File: src/rtl/assert_macros.svh
// Assertion macros shared by the envelope generator RTL.
// No dependencies; included by the files that carry assertions.
`ifndef ASSERT_MACROS_SVH
`define ASSERT_MACROS_SVH

// clocked check, off while reset is held
`define BPE_ASSERT(lbl, clk, rst_n, prop, msg) \
    lbl: assert property (@(posedge clk) disable iff (!rst_n) prop) else $error(msg);

// clocked check, also active during reset
`define BPE_ASSERT_ALWAYS(lbl, clk, prop, msg) \
    lbl: assert property (@(posedge clk) prop) else $error(msg);

`endif

File: src/rtl/bpe_pkg.sv
// Types and constants of the breakpoint envelope generator.
// No dependencies; used by the other files but bpe_div and assert_macros.svh.
package bpe_pkg;

    localparam int LEVEL_W     = 24;
    localparam int TIME_W      = 17;
    localparam int COUNT_W     = 5;
    localparam int SLOPE_W     = 41;
    localparam int SLOPE_MAG_W = 40;
    localparam int PROD_W      = 42;

    localparam logic [TIME_W-1:0] TIME_ONE = 17'h10000;
    localparam logic [PROD_W-1:0] PRODUCT_LIMIT = 42'h200_0000_0000;

    localparam logic signed [LEVEL_W-1:0] LEVEL_MAX = 24'sh7FFFFF;
    localparam logic signed [LEVEL_W-1:0] LEVEL_MIN = 24'sh800000;

    localparam logic [1:0] OP_WRITE = 2'd0;
    localparam logic [1:0] OP_BEGIN = 2'd1;
    localparam logic [1:0] OP_NEXT  = 2'd2;

    localparam logic [1:0] ST_OK        = 2'd0;
    localparam logic [1:0] ST_EMPTY     = 2'd1;
    localparam logic [1:0] ST_BAD_INDEX = 2'd2;

    localparam logic [1:0] MODE_EQUAL    = 2'd0;
    localparam logic [1:0] MODE_SLOWDOWN = 2'd1;
    localparam logic [1:0] MODE_CENTERED = 2'd2;
    localparam logic [1:0] MODE_STORED   = 2'd3;

    localparam logic REG_POINT_COUNT = 1'b0;
    localparam logic REG_SPACING     = 1'b1;

    typedef struct packed {
        logic [1:0]                operation;
        logic [3:0]                point_index;
        logic [TIME_W-1:0]         point_time;
        logic signed [LEVEL_W-1:0] point_value;
        logic [23:0]               duration;
    } bpe_cmd_t;

    typedef struct packed {
        logic signed [LEVEL_W-1:0] level;
        logic                      level_valid;
        logic [1:0]                status;
    } bpe_res_t;

    typedef struct packed {
        logic signed [LEVEL_W-1:0] level;
        logic [TIME_W-1:0]         time_frac;
    } bpe_point_t;

endpackage

File: src/rtl/bpe_if.sv
// Valid/ready channels of the envelope generator: command words in, result words out.
// Depends on bpe_pkg for the payload types.
interface bpe_cmd_if;
    logic               valid;
    logic               ready;
    bpe_pkg::bpe_cmd_t  payload;
    modport source (output valid, output payload, input ready);
    modport sink   (input valid, input payload, output ready);
endinterface

interface bpe_res_if;
    logic               valid;
    logic               ready;
    bpe_pkg::bpe_res_t  payload;
    modport source (output valid, output payload, input ready);
    modport sink   (input valid, input payload, output ready);
endinterface

File: src/rtl/bpe_point_mem.sv
// Breakpoint store: one level and one time per entry, synchronous read.
// Depends on bpe_pkg for the entry type.
module bpe_point_mem #(
    parameter int DEPTH = 16,
    parameter int IW    = 4
) (
    input  logic                clk,
    input  logic                we,
    input  logic [IW-1:0]       waddr,
    input  bpe_pkg::bpe_point_t wdata,
    input  logic [IW-1:0]       raddr,
    output bpe_pkg::bpe_point_t rdata
);
    import bpe_pkg::*;

    bpe_point_t mem [DEPTH];

    always_ff @(posedge clk)
    begin
        if (we)
        begin
            mem[waddr] <= wdata;
        end
        rdata <= mem[raddr];
    end
endmodule

File: src/rtl/bpe_div.sv
// Restoring divider, one quotient bit per cycle, unsigned operands.
// No dependencies.
module bpe_div #(
    parameter int NW = 40,
    parameter int DW = 25
) (
    input  logic          clk,
    input  logic          rst_n,
    input  logic          start,
    input  logic [NW-1:0] dividend,
    input  logic [DW-1:0] divisor,
    output logic          busy,
    output logic          done,
    output logic [NW-1:0] quotient
);
    localparam int CW = $clog2(NW + 1);

    logic [CW-1:0] cnt_reg;
    logic          done_reg;
    logic [NW-1:0] quo_reg;
    logic [DW-1:0] rem_reg;
    logic [DW-1:0] den_reg;
    logic [DW:0]   trial;
    logic          fits;

    assign trial = {rem_reg, quo_reg[NW-1]};
    assign fits  = (trial >= {1'b0, den_reg});

    always_ff @(posedge clk or negedge rst_n)
    begin
        if (!rst_n)
        begin
            cnt_reg  <= '0;
            done_reg <= 1'b0;
        end
        else
        begin
            done_reg <= 1'b0;
            if (start)
            begin
                cnt_reg <= CW'(NW);
            end
            else if (cnt_reg != '0)
            begin
                cnt_reg <= cnt_reg - 1'b1;
                if (cnt_reg == CW'(1))
                begin
                    done_reg <= 1'b1;
                end
            end
        end
    end

    always_ff @(posedge clk)
    begin
        if (start)
        begin
            quo_reg <= dividend;
            rem_reg <= '0;
            den_reg <= divisor;
        end
        else if (cnt_reg != '0)
        begin
            // shift one dividend bit in, subtract where it fits
            quo_reg <= {quo_reg[NW-2:0], fits};
            rem_reg <= fits ? DW'(trial - {1'b0, den_reg}) : trial[DW-1:0];
        end
    end

    assign busy     = (cnt_reg != '0);
    assign done     = done_reg;
    assign quotient = quo_reg;
endmodule

File: src/rtl/bpe_level_mul.sv
// Bit-serial shift-add multiplier for the level offset, with a sticky overflow
// once the product passes the saturation limit. Depends on bpe_pkg.
module bpe_level_mul #(
    parameter int MW = 24
) (
    input  logic                              clk,
    input  logic                              rst_n,
    input  logic                              start,
    input  logic [MW-1:0]                     multiplier,
    input  logic [bpe_pkg::SLOPE_MAG_W-1:0]   multiplicand,
    output logic                              busy,
    output logic                              done,
    output logic [bpe_pkg::PROD_W-1:0]        product,
    output logic                              overflow
);
    import bpe_pkg::*;

    localparam int CW = $clog2(MW + 1);

    logic [CW-1:0]          cnt_reg;
    logic                   done_reg;
    logic [MW-1:0]          mplr_reg;
    logic [SLOPE_MAG_W-1:0] mcand_reg;
    logic [PROD_W-1:0]      acc_reg;
    logic                   ovf_reg;
    logic [PROD_W:0]        sum;

    assign sum = {acc_reg, 1'b0}
               + (mplr_reg[MW-1] ? (PROD_W+1)'(mcand_reg) : '0);

    always_ff @(posedge clk or negedge rst_n)
    begin
        if (!rst_n)
        begin
            cnt_reg  <= '0;
            done_reg <= 1'b0;
        end
        else
        begin
            done_reg <= 1'b0;
            if (start)
            begin
                cnt_reg <= CW'(MW);
            end
            else if (cnt_reg != '0)
            begin
                cnt_reg <= cnt_reg - 1'b1;
                if (cnt_reg == CW'(1))
                begin
                    done_reg <= 1'b1;
                end
            end
        end
    end

    always_ff @(posedge clk)
    begin
        if (start)
        begin
            mplr_reg  <= multiplier;
            mcand_reg <= multiplicand;
            acc_reg   <= '0;
            ovf_reg   <= 1'b0;
        end
        else if (cnt_reg != '0)
        begin
            mplr_reg <= {mplr_reg[MW-2:0], 1'b0};
            // past the limit the exact value no longer matters: hold the flag
            if (sum > (PROD_W+1)'(PRODUCT_LIMIT))
            begin
                ovf_reg <= 1'b1;
            end
            else
            begin
                acc_reg <= sum[PROD_W-1:0];
            end
        end
    end

    assign busy     = (cnt_reg != '0);
    assign done     = done_reg;
    assign product  = acc_reg;
    assign overflow = ovf_reg;
endmodule

File: src/rtl/breakpoint_envelope_generator.sv
// Breakpoint envelope generator top level: sequencer, config registers, output register.
// Depends on bpe_pkg, bpe_if, bpe_point_mem, bpe_div, bpe_level_mul, assert_macros.svh.
//
// Usage: command words arrive on cmd (valid/ready), one result word per command
// leaves on result. APB writes set point_count (0x0) and spacing_mode (0x4).
// Write breakpoint, unknown operation and exhausted next go from idle straight to emit.
// Next sample: waits on the bit-serial level multiplier, then may load the next segment.
// Begin and each segment change: two table reads, then two position divisions (none in
// stored mode) and one slope division (none for an empty segment) on the shared
// restoring divider (NUMW = max(DURATION_BITS+10, 40) dividend bits); a next sample that
// crosses several empty segments pays this once per segment.
// One command is worked on at a time; cmd.ready is high while the sequencer idles.
// A finished result waits in the output register; while result.ready stays low
// the next command is still taken, and its result holds until the register frees.
// Reset clears counters, segment state and output valid; the breakpoint table is
// not cleared and must be written before it is used.
`include "assert_macros.svh"

module breakpoint_envelope_generator #(
    parameter int MAX_POINTS    = 16,
    parameter int DURATION_BITS = 24
) (
    input  logic        clk,
    input  logic        rst_n,
    bpe_cmd_if.sink     cmd,
    bpe_res_if.source   result,
    input  logic        psel,
    input  logic        penable,
    input  logic        pwrite,
    input  logic [2:0]  paddr,
    input  logic [31:0] pwdata,
    output logic [31:0] prdata,
    output logic        pready
);
    import bpe_pkg::*;

    localparam int DB    = DURATION_BITS;
    localparam int IW    = $clog2(MAX_POINTS);
    localparam int NUMW  = (DB + 10 > 40) ? DB + 10 : 40;
    localparam int DENW  = (DB + 1 > 10) ? DB + 1 : 10;
    localparam int PRODW = TIME_W + DB;

    typedef enum logic [3:0] {
        S_IDLE, S_RD0, S_RD1, S_RD2, S_FAC, S_PROD, S_POSD, S_DIVW,
        S_SLOPE, S_SLOPEW, S_MULW, S_ADV, S_EMIT
    } state_t;

    state_t                    state_reg;
    logic [COUNT_W-1:0]        pc_reg;
    logic [1:0]                mode_reg;
    logic [DB-1:0]             total_reg;
    logic [DB-1:0]             s_reg;
    logic [COUNT_W-1:0]        j_reg;
    logic [DB-1:0]             start_reg;
    logic [DB-1:0]             end_reg;
    logic signed [LEVEL_W-1:0] slev_reg;
    logic signed [SLOPE_W-1:0] slope_reg;
    logic                      sel_next_reg;
    logic                      pos_sel_reg;
    logic signed [LEVEL_W-1:0] v0_reg;
    logic signed [LEVEL_W-1:0] v1_reg;
    logic [TIME_W-1:0]         tt0_reg;
    logic [TIME_W-1:0]         tt1_reg;
    logic [DB-1:0]             t0_reg;
    logic [DB-1:0]             t1_reg;
    logic [TIME_W-1:0]         fac_reg;
    logic [DENW-1:0]           den_reg;
    logic [PRODW-1:0]          prod_reg;
    bpe_res_t                  pend_reg;
    bpe_res_t                  out_reg;
    logic                      out_valid_reg;

    logic                      accept;
    logic                      bad_index;
    logic [COUNT_W-1:0]        n_act;
    logic [COUNT_W-1:0]        m_act;
    logic [COUNT_W-1:0]        j_inc;
    logic [COUNT_W-1:0]        k_sel;
    logic [TIME_W-1:0]         fac_next;
    logic [DENW-1:0]           den_next;
    logic [DB-1:0]             pos_stored;

    logic                      mem_we;
    logic [IW-1:0]             mem_raddr;
    bpe_point_t                mem_wdata;
    bpe_point_t                mem_rdata;

    logic                      div_start;
    logic [NUMW-1:0]           div_num;
    logic [DENW-1:0]           div_den;
    logic                      div_busy;
    logic                      div_done;
    logic [NUMW-1:0]           div_quo;

    logic                      mul_start;
    logic                      mul_busy;
    logic                      mul_done;
    logic [PROD_W-1:0]         mul_prod;
    logic                      mul_ovf;

    logic signed [LEVEL_W:0]   dv;
    logic [LEVEL_W-1:0]        dv_mag;
    logic signed [DB:0]        den_seg;
    logic [DB-1:0]             den_mag;
    logic                      slope_neg;
    logic signed [SLOPE_W-1:0] slope_next;

    logic signed [DB:0]        d_off;
    logic [DB-1:0]             ud;
    logic [SLOPE_MAG_W-1:0]    us;
    logic                      lev_neg;
    logic [25:0]               q_mag;
    logic signed [26:0]        q_s;
    logic signed [27:0]        lev_sum;
    logic signed [LEVEL_W-1:0] lev_out;

    // ---- configuration port
    assign pready = 1'b1;

    always_comb
    begin
        unique case (paddr[2])
            REG_POINT_COUNT: prdata = {27'b0, pc_reg};
            REG_SPACING:     prdata = {30'b0, mode_reg};
            default:         prdata = '0;
        endcase
    end

    // ---- decode
    assign accept    = cmd.valid && cmd.ready;
    assign cmd.ready = (state_reg == S_IDLE);
    assign bad_index = ({28'b0, cmd.payload.point_index} >= MAX_POINTS);

    always_comb
    begin
        if (pc_reg < COUNT_W'(2))
        begin
            n_act = COUNT_W'(2);
        end
        else if ({27'b0, pc_reg} > MAX_POINTS)
        begin
            n_act = COUNT_W'(MAX_POINTS);
        end
        else
        begin
            n_act = pc_reg;
        end
    end

    assign m_act = n_act - 1'b1;
    assign j_inc = j_reg + 1'b1;
    assign k_sel = pos_sel_reg ? j_inc : j_reg;

    always_comb
    begin
        case (mode_reg)
            MODE_EQUAL:
            begin
                fac_next = TIME_W'(k_sel);
                den_next = DENW'(m_act);
            end
            MODE_SLOWDOWN:
            begin
                fac_next = TIME_W'({5'b0, k_sel} * {5'b0, k_sel});
                den_next = DENW'({5'b0, m_act} * {5'b0, m_act});
            end
            MODE_CENTERED:
            begin
                fac_next = TIME_W'({k_sel, 1'b1});
                den_next = DENW'({n_act, 1'b0});
            end
            default:
            begin
                fac_next = pos_sel_reg ? tt1_reg : tt0_reg;
                den_next = DENW'(1);
            end
        endcase
    end

    assign pos_stored = DB'(prod_reg >> 16);

    // ---- breakpoint memory
    assign mem_we              = accept && (cmd.payload.operation == OP_WRITE) && !bad_index;
    assign mem_wdata.level     = cmd.payload.point_value;
    assign mem_wdata.time_frac = (cmd.payload.point_time > TIME_ONE) ? TIME_ONE
                                                                     : cmd.payload.point_time;
    assign mem_raddr           = (state_reg == S_RD1) ? IW'(j_inc) : IW'(j_reg);

    bpe_point_mem #(
        .DEPTH (MAX_POINTS),
        .IW    (IW)
    ) u_mem (
        .clk   (clk),
        .we    (mem_we),
        .waddr (IW'(cmd.payload.point_index)),
        .wdata (mem_wdata),
        .raddr (mem_raddr),
        .rdata (mem_rdata)
    );

    // ---- slope operands
    assign dv        = {v1_reg[LEVEL_W-1], v1_reg} - {v0_reg[LEVEL_W-1], v0_reg};
    assign dv_mag    = dv[LEVEL_W] ? LEVEL_W'(-dv) : dv[LEVEL_W-1:0];
    assign den_seg   = {1'b0, t1_reg} - {1'b0, t0_reg};
    assign den_mag   = den_seg[DB] ? DB'(-den_seg) : den_seg[DB-1:0];
    assign slope_neg = dv[LEVEL_W] ^ den_seg[DB];
    assign slope_next = slope_neg ? -$signed({1'b0, div_quo[SLOPE_MAG_W-1:0]})
                                  : $signed({1'b0, div_quo[SLOPE_MAG_W-1:0]});

    // ---- shared divider
    assign div_start = ((state_reg == S_POSD) && (mode_reg != MODE_STORED))
                    || ((state_reg == S_SLOPE) && (den_seg != '0));
    assign div_num   = (state_reg == S_SLOPE) ? NUMW'({dv_mag, 16'b0}) : NUMW'(prod_reg);
    assign div_den   = (state_reg == S_SLOPE) ? DENW'(den_mag) : den_reg;

    bpe_div #(
        .NW (NUMW),
        .DW (DENW)
    ) u_div (
        .clk      (clk),
        .rst_n    (rst_n),
        .start    (div_start),
        .dividend (div_num),
        .divisor  (div_den),
        .busy     (div_busy),
        .done     (div_done),
        .quotient (div_quo)
    );

    // ---- level multiplier
    assign d_off   = {1'b0, s_reg} - {1'b0, start_reg};
    assign ud      = d_off[DB] ? DB'(-d_off) : d_off[DB-1:0];
    assign us      = slope_reg[SLOPE_W-1] ? SLOPE_MAG_W'(-slope_reg)
                                          : slope_reg[SLOPE_MAG_W-1:0];
    assign lev_neg = d_off[DB] ^ slope_reg[SLOPE_W-1];
    assign mul_start = accept && (cmd.payload.operation == OP_NEXT) && (s_reg < total_reg);

    bpe_level_mul #(
        .MW (DB)
    ) u_mul (
        .clk          (clk),
        .rst_n        (rst_n),
        .start        (mul_start),
        .multiplier   (ud),
        .multiplicand (us),
        .busy         (mul_busy),
        .done         (mul_done),
        .product      (mul_prod),
        .overflow     (mul_ovf)
    );

    // round toward minus infinity on negative offsets
    assign q_mag   = lev_neg ? 26'(((PROD_W+1)'(mul_prod) + 43'd65535) >> 16)
                             : 26'(mul_prod >> 16);
    assign q_s     = lev_neg ? -$signed({1'b0, q_mag}) : $signed({1'b0, q_mag});
    assign lev_sum = {{4{slev_reg[LEVEL_W-1]}}, slev_reg} + {q_s[26], q_s};

    always_comb
    begin
        if (mul_ovf)
        begin
            lev_out = lev_neg ? LEVEL_MIN : LEVEL_MAX;
        end
        else if (lev_sum > 28'sd8388607)
        begin
            lev_out = LEVEL_MAX;
        end
        else if (lev_sum < -28'sd8388608)
        begin
            lev_out = LEVEL_MIN;
        end
        else
        begin
            lev_out = lev_sum[LEVEL_W-1:0];
        end
    end

    // ---- sequencer
    always_ff @(posedge clk or negedge rst_n)
    begin
        if (!rst_n)
        begin
            state_reg     <= S_IDLE;
            pc_reg        <= COUNT_W'(2);
            mode_reg      <= MODE_EQUAL;
            total_reg     <= '0;
            s_reg         <= '0;
            j_reg         <= '0;
            start_reg     <= '0;
            end_reg       <= '0;
            slev_reg      <= '0;
            slope_reg     <= '0;
            sel_next_reg  <= 1'b0;
            pos_sel_reg   <= 1'b0;
            out_valid_reg <= 1'b0;
        end
        else
        begin
            if (psel && penable && pwrite)
            begin
                unique case (paddr[2])
                    REG_POINT_COUNT: pc_reg   <= pwdata[COUNT_W-1:0];
                    REG_SPACING:     mode_reg <= pwdata[1:0];
                    default:         ;
                endcase
            end

            // drop the word once taken, unless a new one is loaded now
            if (out_valid_reg && result.ready && (state_reg != S_EMIT))
            begin
                out_valid_reg <= 1'b0;
            end

            unique case (state_reg)
                S_IDLE:
                begin
                    if (accept)
                    begin
                        unique case (cmd.payload.operation)
                            OP_WRITE:
                            begin
                                pend_reg  <= '{level: '0, level_valid: 1'b0,
                                               status: bad_index ? ST_BAD_INDEX : ST_OK};
                                state_reg <= S_EMIT;
                            end
                            OP_BEGIN:
                            begin
                                pend_reg     <= '{level: '0, level_valid: 1'b0, status: ST_OK};
                                total_reg    <= DB'(cmd.payload.duration);
                                s_reg        <= '0;
                                j_reg        <= '0;
                                sel_next_reg <= 1'b0;
                                state_reg    <= S_RD0;
                            end
                            OP_NEXT:
                            begin
                                if (s_reg >= total_reg)
                                begin
                                    pend_reg  <= '{level: '0, level_valid: 1'b0,
                                                   status: ST_EMPTY};
                                    state_reg <= S_EMIT;
                                end
                                else
                                begin
                                    state_reg <= S_MULW;
                                end
                            end
                            default:
                            begin
                                pend_reg  <= '{level: '0, level_valid: 1'b0, status: ST_OK};
                                state_reg <= S_EMIT;
                            end
                        endcase
                    end
                end
                S_RD0: state_reg <= S_RD1;
                S_RD1:
                begin
                    v0_reg    <= mem_rdata.level;
                    tt0_reg   <= mem_rdata.time_frac;
                    state_reg <= S_RD2;
                end
                S_RD2:
                begin
                    v1_reg      <= mem_rdata.level;
                    tt1_reg     <= mem_rdata.time_frac;
                    pos_sel_reg <= 1'b0;
                    state_reg   <= S_FAC;
                end
                S_FAC:
                begin
                    fac_reg   <= fac_next;
                    den_reg   <= den_next;
                    state_reg <= S_PROD;
                end
                S_PROD:
                begin
                    prod_reg  <= PRODW'(fac_reg) * PRODW'(total_reg);
                    state_reg <= S_POSD;
                end
                S_POSD:
                begin
                    if (mode_reg == MODE_STORED)
                    begin
                        if (pos_sel_reg)
                        begin
                            t1_reg    <= pos_stored;
                            state_reg <= S_SLOPE;
                        end
                        else
                        begin
                            t0_reg      <= pos_stored;
                            pos_sel_reg <= 1'b1;
                            state_reg   <= S_FAC;
                        end
                    end
                    else
                    begin
                        state_reg <= S_DIVW;
                    end
                end
                S_DIVW:
                begin
                    if (div_done)
                    begin
                        if (pos_sel_reg)
                        begin
                            t1_reg    <= div_quo[DB-1:0];
                            state_reg <= S_SLOPE;
                        end
                        else
                        begin
                            t0_reg      <= div_quo[DB-1:0];
                            pos_sel_reg <= 1'b1;
                            state_reg   <= S_FAC;
                        end
                    end
                end
                S_SLOPE:
                begin
                    if (den_seg == '0)
                    begin
                        // empty segment: flat line
                        slope_reg <= '0;
                        start_reg <= t0_reg;
                        end_reg   <= t1_reg;
                        slev_reg  <= v0_reg;
                        state_reg <= sel_next_reg ? S_ADV : S_EMIT;
                    end
                    else
                    begin
                        state_reg <= S_SLOPEW;
                    end
                end
                S_SLOPEW:
                begin
                    if (div_done)
                    begin
                        slope_reg <= slope_next;
                        start_reg <= t0_reg;
                        end_reg   <= t1_reg;
                        slev_reg  <= v0_reg;
                        state_reg <= sel_next_reg ? S_ADV : S_EMIT;
                    end
                end
                S_MULW:
                begin
                    if (mul_done)
                    begin
                        pend_reg  <= '{level: lev_out, level_valid: 1'b1, status: ST_OK};
                        s_reg     <= s_reg + 1'b1;
                        state_reg <= S_ADV;
                    end
                end
                S_ADV:
                begin
                    if ((s_reg >= end_reg) && (({1'b0, j_reg} + 6'd2) < {1'b0, n_act}))
                    begin
                        j_reg        <= j_inc;
                        sel_next_reg <= 1'b1;
                        state_reg    <= S_RD0;
                    end
                    else
                    begin
                        state_reg <= S_EMIT;
                    end
                end
                S_EMIT:
                begin
                    // hold until the output register is free
                    if (!out_valid_reg || result.ready)
                    begin
                        out_reg       <= pend_reg;
                        out_valid_reg <= 1'b1;
                        state_reg     <= S_IDLE;
                    end
                end
                default: state_reg <= S_IDLE;
            endcase
        end
    end

    assign result.valid   = out_valid_reg;
    assign result.payload = out_reg;

    `BPE_ASSERT(a_div_idle, clk, rst_n, div_start |-> !div_busy, "divider started while busy")
    `BPE_ASSERT(a_mul_idle, clk, rst_n, mul_start |-> !mul_busy, "multiplier started while busy")
    `BPE_ASSERT(a_emit_quiet, clk, rst_n, (state_reg == S_EMIT) |-> !(div_busy || mul_busy), "arithmetic unit busy at emit")
    `BPE_ASSERT_ALWAYS(a_one_unit, clk, !(div_start && mul_start), "divider and multiplier started together")
endmodule
File: src/flat_wrapper.sv
// flat-port wrapper written by rule: the top's interface ports become plain ports
module breakpoint_envelope_generator_flat import bpe_pkg::*;
#(
    parameter int MAX_POINTS    = 16,
    parameter int DURATION_BITS = 24
)
  (clk, rst_n, psel, penable, pwrite, paddr, pwdata, prdata, pready, cmd_valid, cmd_payload, cmd_ready, result_valid, result_payload, result_ready);
  bpe_cmd_if cmd_i ();
  bpe_res_if result_i ();
  input  logic clk;
  input  logic rst_n;
  input  logic psel;
  input  logic penable;
  input  logic pwrite;
  input  logic [2:0] paddr;
  input  logic [31:0] pwdata;
  output logic [31:0] prdata;
  output logic pready;
  input wire logic [$bits(cmd_i.valid)-1:0] cmd_valid;
  input wire logic [$bits(cmd_i.payload)-1:0] cmd_payload;
  output wire logic [$bits(cmd_i.ready)-1:0] cmd_ready;
  output wire logic [$bits(result_i.valid)-1:0] result_valid;
  output wire logic [$bits(result_i.payload)-1:0] result_payload;
  input wire logic [$bits(result_i.ready)-1:0] result_ready;
  assign cmd_i.valid = cmd_valid;
  assign cmd_i.payload = cmd_payload;
  assign cmd_ready = cmd_i.ready;
  assign result_valid = result_i.valid;
  assign result_payload = result_i.payload;
  assign result_i.ready = result_ready;
  breakpoint_envelope_generator #(.MAX_POINTS(MAX_POINTS), .DURATION_BITS(DURATION_BITS)) u_core (.clk(clk), .rst_n(rst_n), .cmd(cmd_i), .result(result_i), .psel(psel), .penable(penable), .pwrite(pwrite), .paddr(paddr), .pwdata(pwdata), .prdata(prdata), .pready(pready));
endmodule
File: config.mk
export PLATFORM = sky130hd
export DESIGN_NAME = breakpoint_envelope_generator_flat
export DESIGN_NICKNAME = d
export VERILOG_FILES = /design/src/rtl/bpe_pkg.sv /design/src/rtl/bpe_if.sv /design/src/rtl/bpe_point_mem.sv /design/src/rtl/bpe_div.sv /design/src/rtl/bpe_level_mul.sv /design/src/rtl/breakpoint_envelope_generator.sv /design/src/flat_wrapper.sv
export VERILOG_INCLUDE_DIRS = /design/src /design/src/rtl
export SDC_FILE = /design/constraint.sdc
export NUM_CORES = 2
export LEC_CHECK = 0
export ABC_AREA = 1
export BUFFER_PORTS_ARGS = -buffer_cell sky130_fd_sc_hd__buf_4
export CAP_MARGIN = 20
export CORE_MARGIN = 1
export CORE_UTILIZATION = 40
export DETAILED_ROUTE_END_ITERATION = 12
export PLACE_DENSITY = 0.59
export SYNTH_ARGS = -nofsm -noshare
export SYNTH_HDL_FRONTEND = slang
export SYNTH_SLANG_ARGS = --single-unit
File: constraint.sdc
create_clock -name clk -period 9.4 [get_ports clk]
set_input_delay 0 -clock clk [delete_from_list [all_inputs] [get_ports clk]]
set_output_delay 0 -clock clk [all_outputs]
set_load 0.1 [all_outputs]
==> results.cfg <==
[timing]
period_needed_ps = 7194
hold_viol = 0
period_share_pct = 76.54
max_freq_ghz = 0.1390
slew_headroom_pct = 25.12
rsz0062_at_grt = false
tns_ps = 0
slew_viol_final = 0
tightest_slew_ps = 1123
worst_clock_skew_ps = 58.33
setup_viol = 0
holdWs_ps = 49.30

[global_routing]
grtUsageTotal_pct = 23.21
grt_max_degree = 190
antenna_found_initial = 17
grt_pass1_vias = 63520
overflow = 0
grt_pass1_wl_microns = 377200

[synth]
syn_inst = 9541
ys_seq_area_share_pct = 45.63
avgSynthCellArea_sq_um = 8.736
synth_common_cells = nand2_1, inv_1, edfxtp_1
syn-cell-area_sq_mm = 0.08335
synth_top_cell_by_area = edfxtp_1
synth_most_common_cell = nand2_1
synth_edf_count = 1033
ys_top_cells_by_area = edfxtp_1, nand2_1, fa_1, inv_1, dfrtp_1
yosys_warnings = 0
synth-seq-cells = 1335
ys_types = 64
yosysTopAreaCellShare_pct = 37.21
postSynth.asyncResetShare_pct = 14.46
synth_top_flop_cell = edfxtp_1

[drt]
wl_per_cell_microns = 19.68
antenna_left = 0
first_pass_iters = 6
routed_wl_microns = 247500
drc = 0
vias = 66200
via_per_inst = 5.263
dr.first_iter.drc_count = 5892

[cells_and_area]
largest_register_ff_count = 656
finalNonFillerCells = 12580
top_register = u_core.u_mem.mem
layout-drive-gt1-share_pct = 5.642
syn2layout_area_growth_pct = 11.82
nets = 10480

[worst_setup_path]
cp_max_fo = 55
worstPathRequired_ps = 10040
path_class = flop to flop
crit_arrival_ps = 7830
ff2ff_setup_slack_ps = 2210
crit_path_end_kind = flop
critPathMaxStageDelay_ps = 640
start_kind = flop
slowest_stage = nand2_1

[clock_tree]
cts_tree = done
clk_pin_slew_ps = 60
clk_path_buf_depth = 3
cts_root_buf = clkbuf_16
cts_sinks = 1335
insertion_delay_ps = 820
post_cts_resized = 0
cts-htree-levels = 4
cts_buffers = 147

[die]
core_sq_mm = 0.2071
dieArea_sq_mm = 0.2102
initial_core_util_pct = 40.25
dieWidth_microns = 458.5
fp.dieH_microns = 458.5
ioPinCount = 175
row_count = 167

[power_and_ir_drop]
irDropWorstVdd_v = 0.0003310
power.density_mw_per_mm2 = 198.1
total_leakage_power_uw = 0.04171

[place]
hpwl_microns = 174400
dp_cells = 12170
port_buffers = 116
place.gp.congestion = 0.9545

[outcome]
status = complete, no violations

[worst_hold_path]
hp-class = primary input to flop

[run]
timing.max_cap.violations = 0
cell families after synthesis:
| kind of cell | synth area share (%) |
|---|---|
| flops | 45.63 |
| simple gates | 19.06 |
| compound gates | 10.69 |
| fa+ha+maj | 13.67 |
| xor+xnor | 2.646 |
| buf+inv | 8.301 |
| other cells | 0.009010 |
worst paths after layout:
check,end,cells after the start,startpoint
worst max-delay path,u_core.pend_reg[18]$_SDFFCE_PN0P_,29,u_core.s_reg[0]$_DFFE_PN0P_
worst min-delay path,u_core.u_mem.mem[12][33]$_DFFE_PP_,2,cmd_payload[40]
worst max register to register,u_core.pend_reg[18]$_SDFFCE_PN0P_,29,u_core.s_reg[0]$_DFFE_PN0P_
worst min register to register,u_core.result.payload[3]$_DFFE_PP_,0,u_core.pend_reg[3]$_SDFFCE_PN0P_
max in group asynchronous,u_core.slev_reg[20]$_DFFE_PN0P_,4,rst_n
min in group asynchronous,u_core.end_reg[21]$_DFFE_PN0P_,4,rst_n
per-stage QoR:
step	utilization, %	instance area, sq um	power (uW)	setup slack [ps]
floorplan	-	83460	11030	3339
global placement	42.05	87070	12680	2345
detailed placement	42.05	87070	12720	2205
CTS	44.97	93120	18520	2157
global route	45.01	93200	19500	1523
finish	45.01	93210	18460	2206
report_power, final:
group / internal, uW / switching, uW / leakage (uW) / total [uW]
Combinational: 2020 / 3870 / 0.0266 / 5880
Sequential: 6640 / 209 / 0.0128 / 6850
Clock: 3200 / 2520 / 0.00231 / 5720
cell type report:
| type | instances | area [sq um] |
|---|---|---|
| Sequential cell | 1335 | 38030 |
| Clock inverter | 82 | 873.3 |
| Tap cell | 2788 | 3488 |
| Inverter | 1394 | 5246 |
| Multi-Input combinational cell | 6453 | 38730 |
| Clock buffer | 189 | 3938 |
| Antenna cell | 5 | 12.51 |
| Fill cell | 20100 | 113900 |
| Timing Repair Buffer | 331 | 2889 |
timing repair:
item | in CTS | in global routing
hold buffers | 122 | 0
hold endpoints to repair | 888 | 0
setup buffers | 0 | 0
cell usage in the layout (no fill, tap or decap), types with 10 or more instances in the layout:
cell type,Yosys,final
nand2_1,2144,2142
inv_1,1381,1376
edfxtp_1,1033,1033
nor2_1,1001,982
o21ai_0,782,781
nand3_1,409,408
ha_1,368,368
a21oi_1,363,363
fa_1,339,339
buf_4,30,200
dfrtp_1,192,192
xor2_1,166,166
clkbuf_16,0,148
dlygate4sd3_1,0,121
dfxtp_1,109,109
nor3_1,107,101
o221ai_1,98,98
nand4_1,91,91
xnor2_1,84,84
o22ai_1,83,83
o21ai_1,70,68
o211ai_1,47,47
clkinv_1,6,36
clkbuf_1,292,33
nand3b_1,31,31
conb_1,2,29
a21oi_2,26,26
nand2_2,25,26
a21o_1,23,23
clkinv_2,0,22
nor2_4,4,21
nor4_1,21,20
o21bai_1,19,19
a31oi_1,19,19
o21a_1,13,13
nor2_2,9,11
nor3_2,5,11
or2_2,10,10
clkinv_16,0,10
clkbuf_8,0,10
worst max-delay path, delay by kind of cell, from the launching register on:
| kind | cells | cell delay (ps) |
|---|---|---|
| simple gates | 15 | 3210 |
| compound gates | 4 | 1340 |
| fa+ha+maj | 4 | 1330 |
| buf+inv | 5 | 490 |
| flops | 1 | 380 |
| xor+xnor | 1 | 210 |
layer usage:
layer | routed length, microns | track usage [%] | vias up
met5 | 69 | 0 | -
met4 | 7051 | 6.944 | 12
met3 | 14140 | 2.927 | 392
met2 | 115700 | 37.91 | 2026
met1 | 110600 | 32.11 | 32190
li1 | - | - | 31580
(Power assumes the default switching activity.)
